File: config.mk
export PLATFORM = sky130hd
export DESIGN_NAME = taylor_sine
export DESIGN_NICKNAME = d
export VERILOG_FILES = /design/src/hdl/taysin_pkg.sv /design/src/hdl/taysin_mul.sv /design/src/hdl/taysin_rred.sv /design/src/hdl/taysin_core.sv /design/src/hdl/taylor_sine.sv
export SDC_FILE = /design/constraint.sdc
export NUM_CORES = 2
export LEC_CHECK = 0
export BUFFER_PORTS_ARGS = -buffer_cell sky130_fd_sc_hd__buf_2
export CORE_UTILIZATION = 55
export DETAILED_ROUTE_END_ITERATION = 7
export PLACE_DENSITY = 0.74
export SETUP_SLACK_MARGIN = 0.4
export SLEW_MARGIN = 20
export SYNTH_ARGS = -nofsm -noshare
export SYNTH_HDL_FRONTEND = slang
export SYNTH_SLANG_ARGS = --single-unit
File: constraint.sdc
create_clock -name clk -period 10.65 [get_ports clk]
set_clock_uncertainty 0.15 [all_clocks]
set_input_delay 1.065 -clock clk [delete_from_list [all_inputs] [get_ports clk]]
set_output_delay 1.065 -clock clk [all_outputs]
set_load 0.02 [all_outputs]
File: src/hdl/taysin_pkg.sv
// shared types, constants and the reciprocal table of the taylor sine block
`timescale 1ns / 1ps

package taysin_pkg;

  // field widths
  localparam int ANGLE_W = 32;
  localparam int OUT_W   = 32;
  localparam int TC_W    = 4;

  // register reset and series length limit
  localparam logic [TC_W-1:0] TC_RESET = 4'd8;
  localparam int MAX_TERMS_DEF = 12;

  // pi and 2*pi in q8.24
  localparam logic [ANGLE_W-1:0] PI_Q24     = 32'd52707179;
  localparam logic [ANGLE_W-1:0] TWO_PI_Q24 = 32'd105414357;

  // range reduction: quotient below 32, one compare and subtract per bit
  localparam int RED_STEPS = 5;
  localparam int RED_CNT_W = 3;

  // datapath widths
  localparam int MX_W      = 30;          // |x| in q4.28
  localparam int RED_MAG_W = MX_W - 4;    // |r| in q8.24
  localparam int MAG_W     = 31;          // term magnitude in q4.28
  localparam int X2_W      = 32;          // x^2 in q4.28
  localparam int T_W       = 35;          // term times x^2, before the reciprocal
  localparam int MUL_A_W   = 35;
  localparam int MUL_B_W   = 32;
  localparam int PROD_W    = MUL_A_W + MUL_B_W;
  localparam int SUM_W     = 36;

  // sequencer states
  typedef enum logic [3:0] {
    CS_IDLE,
    CS_RED,
    CS_SQ,
    CS_X2,
    CS_ACC,
    CS_MUL1,
    CS_RND1,
    CS_MUL2,
    CS_RND2,
    CS_DONE
  } core_state_t;

  // folded angle from the range reducer
  typedef struct packed {
    logic            neg;
    logic [MX_W-1:0] mx;
  } rred_res_t;

  // one finished result
  typedef struct packed {
    logic [OUT_W-1:0] sine_value;
    logic             saturated;
  } sine_res_t;

  // round(2^32 / ((2i+2)(2i+3))), zero beyond the table
  function automatic logic [MUL_B_W-1:0] recip_lookup(input logic [TC_W-1:0] idx);
    logic [MUL_B_W-1:0] val;
    case (idx)
      4'd0:    val = 32'd715827883;
      4'd1:    val = 32'd214748365;
      4'd2:    val = 32'd102261126;
      4'd3:    val = 32'd59652324;
      4'd4:    val = 32'd39045157;
      4'd5:    val = 32'd27531842;
      4'd6:    val = 32'd20452225;
      4'd7:    val = 32'd15790321;
      4'd8:    val = 32'd12558384;
      4'd9:    val = 32'd10226113;
      4'd10:   val = 32'd8488078;
      4'd11:   val = 32'd7158279;
      4'd12:   val = 32'd6118187;
      4'd13:   val = 32'd5289369;
      4'd14:   val = 32'd4618244;
      default: val = '0;
    endcase
    return val;
  endfunction

endpackage

File: src/hdl/taysin_mul.sv
// shared unsigned multiplier with registered product
`timescale 1ns / 1ps

module taysin_mul (
  input  logic                           clk,
  input  logic [taysin_pkg::MUL_A_W-1:0] mul_a,
  input  logic [taysin_pkg::MUL_B_W-1:0] mul_b,
  output logic [taysin_pkg::PROD_W-1:0]  prod
);
  import taysin_pkg::*;

  logic [PROD_W-1:0] prod_r;

  // product is registered and lands in the cycle after the operands
  always_ff @(posedge clk) begin
    prod_r <= PROD_W'(mul_a) * PROD_W'(mul_b);
  end

  assign prod = prod_r;

endmodule

File: src/hdl/taysin_rred.sv
// range reduction of the angle modulo 2*pi and fold into [-pi, pi]
`timescale 1ns / 1ps

module taysin_rred (
  input  logic                           clk,
  input  logic                           rst_n,
  input  logic                           start,
  input  logic [taysin_pkg::ANGLE_W-1:0] angle,
  output logic                           done,
  output taysin_pkg::rred_res_t          res
);
  import taysin_pkg::*;

  logic                 busy_r;
  logic                 done_r;
  logic [RED_CNT_W-1:0] j_r;
  logic [ANGLE_W-1:0]   rem_r;
  logic [ANGLE_W-1:0]   rem_nxt;
  logic                 sgn_r;
  logic [ANGLE_W-1:0]   abs_angle;
  logic [ANGLE_W-1:0]   dsr;
  logic                 fold;
  logic [ANGLE_W-1:0]   folded;

  // magnitude of the incoming angle, most negative value included
  assign abs_angle = angle[ANGLE_W-1] ? (~angle + 1'b1) : angle;

  // one restoring step against 2*pi shifted by the current quotient bit
  always_comb begin
    dsr = TWO_PI_Q24 << j_r;
    rem_nxt = (rem_r >= dsr) ? (rem_r - dsr) : rem_r;
  end

  // step counter and done pulse
  always_ff @(posedge clk) begin
    if (!rst_n) begin
      busy_r <= 1'b0;
      done_r <= 1'b0;
      j_r    <= '0;
    end else begin
      done_r <= busy_r && (j_r == '0);
      if (start) begin
        busy_r <= 1'b1;
        j_r    <= RED_CNT_W'(RED_STEPS - 1);
      end else if (busy_r) begin
        if (j_r == '0) begin
          busy_r <= 1'b0;
        end else begin
          j_r <= j_r - 1'b1;
        end
      end
    end
  end

  // remainder register
  always_ff @(posedge clk) begin
    if (start) begin
      rem_r <= abs_angle;
      sgn_r <= angle[ANGLE_W-1];
    end else if (busy_r) begin
      rem_r <= rem_nxt;
    end
  end

  // fold above pi, the sign flipping with it
  always_comb begin
    fold   = rem_r > PI_Q24;
    folded = fold ? (TWO_PI_Q24 - rem_r) : rem_r;
  end

  assign done    = done_r;
  assign res.neg = sgn_r ^ fold;
  assign res.mx  = {folded[RED_MAG_W-1:0], 4'b0000};

`ifndef SYNTHESIS
  a_rem_reduced: assert property (@(posedge clk) disable iff (!rst_n)
    done_r |-> (rem_r < TWO_PI_Q24))
    else $error("remainder not below 2*pi at end of reduction");

  a_last_step_done: assert property (@(posedge clk) disable iff (!rst_n)
    (busy_r && (j_r == '0) && !start) |=> (done_r && !busy_r))
    else $error("reduction did not finish after its last step");
`endif

endmodule

File: src/hdl/taysin_core.sv
// sequencer that sums the sine series on the shared multiplier
`timescale 1ns / 1ps

module taysin_core #(
  parameter int MAX_TERMS = taysin_pkg::MAX_TERMS_DEF
) (
  input  logic                           clk,
  input  logic                           rst_n,
  input  logic                           start,
  input  logic [taysin_pkg::ANGLE_W-1:0] angle,
  input  logic [taysin_pkg::TC_W-1:0]    term_count,
  output logic                           idle,
  input  logic                           res_ready,
  output logic                           res_valid,
  output taysin_pkg::sine_res_t          res
);
  import taysin_pkg::*;

  localparam logic [TC_W:0]     MAX_T  = (TC_W + 1)'(MAX_TERMS);
  localparam logic [PROD_W-1:0] HALF28 = PROD_W'(1) << 27;
  localparam logic [PROD_W-1:0] HALF32 = PROD_W'(1) << 31;

  core_state_t state_r, state_nxt;

  logic [TC_W-1:0]         n_r;
  logic [TC_W-1:0]         k_r;
  logic [TC_W-1:0]         n_sel;
  logic                    neg_r;
  logic [MAG_W-1:0]        mag_r;
  logic [X2_W-1:0]         x2_r;
  logic [T_W-1:0]          t_r;
  logic signed [SUM_W-1:0] sum_r;
  logic signed [SUM_W-1:0] sum_nxt;
  logic signed [SUM_W-1:0] mag_ext;
  logic                    tneg;
  logic                    more;
  logic                    fits;

  logic                    rred_done;
  rred_res_t               rred_res;

  logic [MUL_A_W-1:0]      mul_a;
  logic [MUL_B_W-1:0]      mul_b;
  logic [PROD_W-1:0]       prod;
  logic [PROD_W-1:0]       prod_h28;
  logic [PROD_W-1:0]       prod_h32;

  taysin_rred u_rred (
    .clk   (clk),
    .rst_n (rst_n),
    .start (start && idle),
    .angle (angle),
    .done  (rred_done),
    .res   (rred_res)
  );

  taysin_mul u_mul (
    .clk   (clk),
    .mul_a (mul_a),
    .mul_b (mul_b),
    .prod  (prod)
  );

  // clamp the term count to the series limit
  assign n_sel = ({1'b0, term_count} > MAX_T) ? MAX_T[TC_W-1:0] : term_count;

  // operand selection for the shared multiplier
  always_comb begin
    unique case (state_r)
      CS_SQ: begin
        mul_a = MUL_A_W'(mag_r);
        mul_b = MUL_B_W'(mag_r);
      end
      CS_MUL1: begin
        mul_a = MUL_A_W'(mag_r);
        mul_b = x2_r;
      end
      CS_MUL2: begin
        mul_a = t_r;
        mul_b = recip_lookup(k_r - 1'b1);
      end
      default: begin
        mul_a = '0;
        mul_b = '0;
      end
    endcase
  end

  // rounding half up of the registered product
  assign prod_h28 = prod + HALF28;
  assign prod_h32 = prod + HALF32;

  // signed accumulation of the current term
  always_comb begin
    tneg    = neg_r ^ k_r[0];
    mag_ext = signed'(SUM_W'(mag_r));
    sum_nxt = tneg ? (sum_r - mag_ext) : (sum_r + mag_ext);
    more    = (({1'b0, k_r}) + 1'b1) < {1'b0, n_r};
  end

  // clip the sum to 32 bits
  always_comb begin
    fits = (&sum_r[SUM_W-1:OUT_W-1]) || !(|sum_r[SUM_W-1:OUT_W-1]);
    res.saturated = !fits;
    if (fits) begin
      res.sine_value = sum_r[OUT_W-1:0];
    end else if (sum_r[SUM_W-1]) begin
      res.sine_value = {1'b1, {(OUT_W-1){1'b0}}};
    end else begin
      res.sine_value = {1'b0, {(OUT_W-1){1'b1}}};
    end
  end

  // state register
  always_ff @(posedge clk) begin
    if (!rst_n) begin
      state_r <= CS_IDLE;
    end else begin
      state_r <= state_nxt;
    end
  end

  // next state and handshake outputs
  always_comb begin
    state_nxt = state_r;
    idle      = (state_r == CS_IDLE);
    res_valid = (state_r == CS_DONE) && res_ready;
    unique case (state_r)
      CS_IDLE: if (start) state_nxt = CS_RED;
      CS_RED:  if (rred_done) state_nxt = CS_SQ;
      CS_SQ:   state_nxt = CS_X2;
      CS_X2:   state_nxt = (n_r == '0) ? CS_DONE : CS_ACC;
      CS_ACC:  state_nxt = more ? CS_MUL1 : CS_DONE;
      CS_MUL1: state_nxt = CS_RND1;
      CS_RND1: state_nxt = CS_MUL2;
      CS_MUL2: state_nxt = CS_RND2;
      CS_RND2: state_nxt = CS_ACC;
      CS_DONE: if (res_ready) state_nxt = CS_IDLE;
      default: state_nxt = CS_IDLE;
    endcase
  end

  // term counter
  always_ff @(posedge clk) begin
    if (!rst_n) begin
      n_r <= '0;
      k_r <= '0;
    end else if ((state_r == CS_IDLE) && start) begin
      n_r <= n_sel;
      k_r <= '0;
    end else if ((state_r == CS_ACC) && more) begin
      k_r <= k_r + 1'b1;
    end
  end

  // datapath registers
  always_ff @(posedge clk) begin
    if ((state_r == CS_IDLE) && start) begin
      sum_r <= '0;
    end
    if ((state_r == CS_RED) && rred_done) begin
      mag_r <= MAG_W'(rred_res.mx);
      neg_r <= rred_res.neg;
    end
    if (state_r == CS_X2) begin
      x2_r <= prod_h28[28 +: X2_W];
    end
    if (state_r == CS_ACC) begin
      sum_r <= sum_nxt;
    end
    if (state_r == CS_RND1) begin
      t_r <= prod_h28[28 +: T_W];
    end
    if (state_r == CS_RND2) begin
      mag_r <= prod_h32[32 +: MAG_W];
    end
  end

`ifndef SYNTHESIS
  a_term_in_range: assert property (@(posedge clk) disable iff (!rst_n)
    (state_r == CS_MUL1) |-> (({1'b0, k_r} < {1'b0, n_r}) && (k_r != '0)))
    else $error("term index outside the series");

  a_red_done_waited: assert property (@(posedge clk) disable iff (!rst_n)
    rred_done |-> (state_r == CS_RED))
    else $error("range reduction finished with no item waiting for it");

  a_first_term_after_square: assert property (@(posedge clk) disable iff (!rst_n)
    ((state_r == CS_ACC) && (k_r == '0)) |-> ($past(state_r) == CS_X2))
    else $error("first term summed before x^2 was formed");
`endif

endmodule

File: src/hdl/taylor_sine.sv
// top level of the taylor sine block: stream ports, register and result stage
//
//  channel | direction | fields (low bit up)             | accepted when
//  in_     | slave     | tdata: angle q8.24 [31:0]        | in_tvalid & in_tready
//  out_    | master    | tdata: sine_value q4.28 [31:0]   | out_tvalid & out_tready
//          |           | tuser: saturated [0]             |
//  cfg_    | write     | wdata: term_count [3:0]          | cfg_wen
//
// an angle passes from acceptance through the range reduction, the squaring
// and one accumulate per term to its result, term_count being limited to
// MAX_TERMS; the reduction takes 5 compare-subtract steps and each further
// term passes through MUL1, RND1, MUL2 and RND2 on the one multiplier plus one
// accumulate. one angle is in work at a time; a result waiting in the output
// stage does not hold off the next angle. reset is synchronous, active low, and sets term_count to 8.
`timescale 1ns / 1ps

module taylor_sine #(
  parameter int MAX_TERMS = taysin_pkg::MAX_TERMS_DEF
) (
  input  logic                           clk,
  input  logic                           rst_n,
  // configuration
  input  logic                           cfg_wen,
  input  logic [taysin_pkg::TC_W-1:0]    cfg_wdata,   // term_count
  // input stream
  input  logic                           in_tvalid,
  output logic                           in_tready,
  input  logic [taysin_pkg::ANGLE_W-1:0] in_tdata,    // angle
  // result stream
  output logic                           out_tvalid,
  input  logic                           out_tready,
  output logic [taysin_pkg::OUT_W-1:0]   out_tdata,   // sine_value
  output logic                           out_tuser    // saturated
);
  import taysin_pkg::*;

  logic [TC_W-1:0]  term_count_r;
  logic             out_valid_r;
  logic [OUT_W-1:0] out_data_r;
  logic             out_sat_r;
  logic             core_idle;
  logic             core_res_ready;
  logic             core_res_valid;
  sine_res_t        core_res;

  taysin_core #(
    .MAX_TERMS (MAX_TERMS)
  ) u_core (
    .clk        (clk),
    .rst_n      (rst_n),
    .start      (in_tvalid && in_tready),
    .angle      (in_tdata),
    .term_count (term_count_r),
    .idle       (core_idle),
    .res_ready  (core_res_ready),
    .res_valid  (core_res_valid),
    .res        (core_res)
  );

  assign in_tready      = core_idle;
  assign core_res_ready = !out_valid_r || out_tready;

  // term count register
  always_ff @(posedge clk) begin
    if (!rst_n) begin
      term_count_r <= TC_RESET;
    end else if (cfg_wen) begin
      term_count_r <= cfg_wdata;
    end
  end

  // output stage valid
  always_ff @(posedge clk) begin
    if (!rst_n) begin
      out_valid_r <= 1'b0;
    end else if (core_res_valid) begin
      out_valid_r <= 1'b1;
    end else if (out_tready) begin
      out_valid_r <= 1'b0;
    end
  end

  // output stage payload
  always_ff @(posedge clk) begin
    if (core_res_valid) begin
      out_data_r <= core_res.sine_value;
      out_sat_r  <= core_res.saturated;
    end
  end

  assign out_tvalid = out_valid_r;
  assign out_tdata  = out_data_r;
  assign out_tuser  = out_sat_r;

`ifndef SYNTHESIS
  a_no_overwrite: assert property (@(posedge clk) disable iff (!rst_n)
    core_res_valid |-> (!out_valid_r || out_tready))
    else $error("result written over one not yet taken");

  a_busy_after_accept: assert property (@(posedge clk) disable iff (!rst_n)
    (in_tvalid && in_tready) |=> !in_tready)
    else $error("input taken again while an angle is in work");
`endif

endmodule

==> results.txt <==
Arr. time, crit path -> 10.29 ns
Wirelength, routed -> 160000 um
Wire length of the first global-routing pass -> 248000 um
Io pins -> 76
Share of power burned in registers -> 21.7%
Max capacitance violation total -> 0
Buffers plus inverters on the worst setup path -> 7
Hold path startpoint -> term_count_r[3]$_SDFFE_PN1P_
Antenna violation net count after detailed routing -> 0
Sequential share of the synthesized area -> 14.2%
Synth warnings -> 0
Worst path most repeated cell -> fa_1
Number of standard-cell rows in the floorplan -> 111
DRC violation count after routing -> 0
Via count of the first global-routing pass -> 42448
Via-to-Cell Ratio -> 5.90
Area growth from synthesis to layout -> 7.47%
Setup violators final -> 0
Leakage component of the power -> 25.3 nW
Share of layout cells above drive strength 1 -> 6.92%
Worst EP required -> 11.01 ns
Maximum clock insertion buffer count -> 3
Type of element capturing the critical path -> register
Pins Over Slew Limit -> 0
Starting DRT DRC Count -> 3716
Setup crit start kind -> register
Endpoint of the worst register-to-register path -> u_core.u_mul.prod[61]$_DFF_P_
Setup repair after global routing missed its margin -> true
Outcome -> finished, final reports clean
Depth of the worst register-to-register path -> 33
Vias -> 41151
Die Footprint -> 93500 um^2
DIE WIDTH -> 306 um
Net total in the final layout -> 7118
Worst supply voltage drop on vdd -> 137 uV
Internal power component -> 4.08 mW
FF-to-FF setup slack -> 0.71 ns
Tmin final -> 9.94 ns
Routed metal-1 wirelength -> 60400 um
Average footprint of a synthesized cell -> 8.85 um^2
Cell Pwr Density -> 155 nW/um^2
Share of total power consumed by net switching -> 51.9%
Category of the most critical setup path -> register to register
Length of routed met3 wiring -> 16200 um
Placer congestion estimate -> 1.04
Detailed-route wire length per cell -> 22.9 um
Later-pin clock latency in the skew report -> 0.58 ns
Uppermost layer routed -> met5
Total iterations of the first detailed-routing run -> 6
Number of cells on the worst hold path -> 2
Fraction of the cycle the final worst path needs -> 93.3%
Pin slew with the least headroom to its limit -> 1.17 ns
Root cell of the clock tree -> clkbuf_16
Antenna violations before repair -> 2
Final design utilization -> 59.6%
Total of flip-flops plus latches after synthesis -> 259
Area of the mapped netlist -> 50700 um^2
Gr ovfl total -> 0
Core Box Area -> 91500 um^2
Maximum number of pins on one net before global-route repair -> 73
Most used flip-flop cell after synthesis -> edfxtp_1
Total non-filler cell area in the finished layout -> 54500 um^2
Combinational Power Share -> 66.2%
Gate family responsible for the most delay along the worst path -> adder cells
Worst R2R Start -> u_core.k_r[1]$_SDFFE_PP0P_
Final hold violations -> 0
Die extent in y -> 306 um
Clock power share -> 12.1%
Setup total negative slack -> 0 ns
Number of cells after detailed placement -> 6921
Count of flip-flops with a built-in enable after synthesis -> 201
TritonCTS Buffers -> 30
Register clock-pin slew on the reported worst setup and hold paths -> 0.06 ns
Global-route usage over all layers -> 34.9%
Met2 Wirelength -> 71800 um
Placed instance area -> 53400 um^2
Clock Sinks -> 259
Worst-path maximum fanout -> 13
Delay contributed by the slowest stage of the critical path -> 0.58 ns
Count of buffers from port buffering -> 75
HPWL after detailed placement -> 131000 um
Net switching power of the design -> 4.40 mW
Diode count -> 0
Share of async-settable or async-resettable flops after synthesis -> 0%
Slowest stage cell, crit path -> fa_1
Netlist cell types -> 75
Layout filler cell count -> 7901
H-tree level count -> 1
Maximum achievable frequency -> 101 MHz
Path class of the lowest-slack min-delay path -> register to register
Worst relative slew slack -> 21.8%
Clock tree from TritonCTS -> done
Initial core utilization -> 55.4%
Hold buffer count at cts -> 0
Post-synthesis instance total -> 5733
Post-route insts no fill -> 6980
Endpoint of the worst hold path -> u_core.n_r[3]$_SDFFE_PN0P_
==> tightest hold or removal path, cell delays in order (launching register included) <==
cell      delay [ns]
dfxtp_1         0.33
nand2_1         0.06
a21boi_0        0.06
==> registers in the layout, summed over array words and instances, names as in the netlist <==
signal and flops:
u_core.u_rred.busy_r 1, out_tuser 1, u_core.u_rred.done 1, u_core.u_mul.prod 36
u_core.neg_r 1, u_core.n_r 4, u_core.x2_r 32, term_count_r 4
u_core.t_r 35, out_tdata 32, u_core.sum_r 36, u_core.state_r 4
u_core.k_r 4, u_core.u_rred.sgn_r 1, out_tvalid 1, u_core.u_rred.j_r 3
u_core.u_rred.rem_r 32, u_core.mag_r 31
==> cell families after synthesis <==
| kind of cell | synth area share [%] |
|---|---|
| buffers and inverters | 10.0 |
| muxes | 0.158 |
| AOI/OAI and AO/OA | 9.43 |
| DFF | 14.2 |
| xor gates and xnor gates | 4.30 |
| and+or+nand+nor | 15.1 |
| other | 0.0148 |
| adders and majority gates | 46.8 |
==> layer usage <==
layer,GRT usage (%),vias up
met4,18.9,2
met1,45.2,20573
met5,0,-
met2,55.2,2157
met3,7.07,555
li1,-,17864
==> timing repair <==
item                                   in CTS  in global routing
gates resized for setup                     1                 22
setup buffers                               0                  2
setup endpoints to repair                  10                 22
endpoints found under the hold margin       0                  0
pin swaps                                   0                  1
==> metrics by stage <==
stage                     total power [mW]  hold slack (ns)  setup WS (ns)
after global placement                7.20            0.323          0.316
after CTS                             8.36            0.342          0.439
final                                 8.48            0.345          0.714
after global routing                  8.98            0.360          0.388
after detailed placement              7.30            0.333          0.282
after floorplan                       5.31            0.303          0.568
==> power by group through the flow <==
stage / registers (mW) / logic, mW / clock network, mW
2_1_floorplan: 1.69 / 3.62 / 0
3_3_place_gp: 1.84 / 5.36 / 0
3_5_place_dp: 1.84 / 5.45 / 0
4_1_cts: 1.82 / 5.50 / 1.04
5_1_grt: 1.85 / 6.06 / 1.07
6_report: 1.84 / 5.61 / 1.03
==> worst max path at each step <==
stage | start | to | slack, ns | depth (start not counted)
after floorplan | u_core.k_r[1]$_SDFFE_PP0P_ | u_core.u_mul.prod[58]$_DFF_P_ | 0.57 | 35
after global placement | u_core.k_r[1]$_SDFFE_PP0P_ | u_core.u_mul.prod[45]$_DFF_P_ | 0.32 | 35
after detailed placement | u_core.k_r[1]$_SDFFE_PP0P_ | u_core.u_mul.prod[60]$_DFF_P_ | 0.28 | 33
after CTS | u_core.k_r[1]$_SDFFE_PP0P_ | u_core.u_mul.prod[60]$_DFF_P_ | 0.44 | 33
after global routing | u_core.k_r[1]$_SDFFE_PP0P_ | u_core.u_mul.prod[57]$_DFF_P_ | 0.39 | 34
final | u_core.k_r[1]$_SDFFE_PP0P_ | u_core.u_mul.prod[61]$_DFF_P_ | 0.71 | 33
==> area by class of cell <==
| cell class | count | area [um^2] | area share, % |
|---|---|---|---|
| tap | 1186 | 1480 | 2.72 |
| clock buffer | 41 | 853 | 1.56 |
| inverter | 1062 | 3990 | 7.31 |
| timing repair buffer | 295 | 2210 | 4.05 |
| clock inverter | 15 | 116 | 0.213 |
| multi-input combinational | 4122 | 38700 | 70.9 |
| sequential | 259 | 7200 | 13.2 |
==> layout by cell type, fill, tap and decap left out, types with 9 or more instances in the layout <==
| cell | n |
|---|---|
| a31oi_1 | 12 |
| nor3b_1 | 10 |
| clkbuf_16 | 31 |
| a21o_1 | 90 |
| a21boi_0 | 11 |
| edfxtp_1 | 201 |
| a211o_1 | 9 |
| buf_12 | 14 |
| nor2_1 | 719 |
| a221o_1 | 14 |
| buf_4 | 204 |
| ha_1 | 325 |
| nand4_1 | 24 |
| a22oi_1 | 40 |
| and2_1 | 35 |
| inv_1 | 1061 |
| a22o_1 | 31 |
| xor2_1 | 99 |
| o21a_1 | 24 |
| or3_1 | 14 |
| o21bai_1 | 16 |
| a21oi_1 | 193 |
| fa_1 | 982 |
| nor2b_1 | 33 |
| a211oi_1 | 23 |
| nor3_1 | 40 |
| nand2_1 | 773 |
| dfxtp_1 | 56 |
| nor4_1 | 18 |
| and3_1 | 24 |
| nand3_1 | 70 |
| buf_2 | 75 |
| o31ai_1 | 29 |
| o211ai_1 | 13 |
| o21ai_0 | 125 |
| nand2b_1 | 34 |
| xnor2_1 | 149 |
==> cell usage after synthesis, drive strengths merged (14+ instances only) <==
cell type  instances  share of area [%]
o21ai            134                1.3
a21o              90                1.3
nor2b             33               0.41
a221o             16               0.32
or3               14               0.17
a21oi            196                2.0
and3              24               0.30
xnor2            150                2.6
inv             1061                7.8
a22o              31               0.54
o21a              26               0.38
xor2              99                1.7
buf               27               0.22
and2              36               0.44
nand3             70               0.69
o21bai            16               0.24
clkbuf           265                2.0
ha               325                8.0
nor2             724                5.4
nor3              41               0.40
nand4             24               0.30
a221oi            17               0.29
a22oi             42               0.62
edfxtp           201                 12
fa               982                 39
a211oi            25               0.38
dfxtp             58                2.3
nor4              18               0.22
nand2b            34               0.42
o31ai             30               0.44
nand2            773                5.7
No activity file was read; power rests on OpenSTA's default activity.
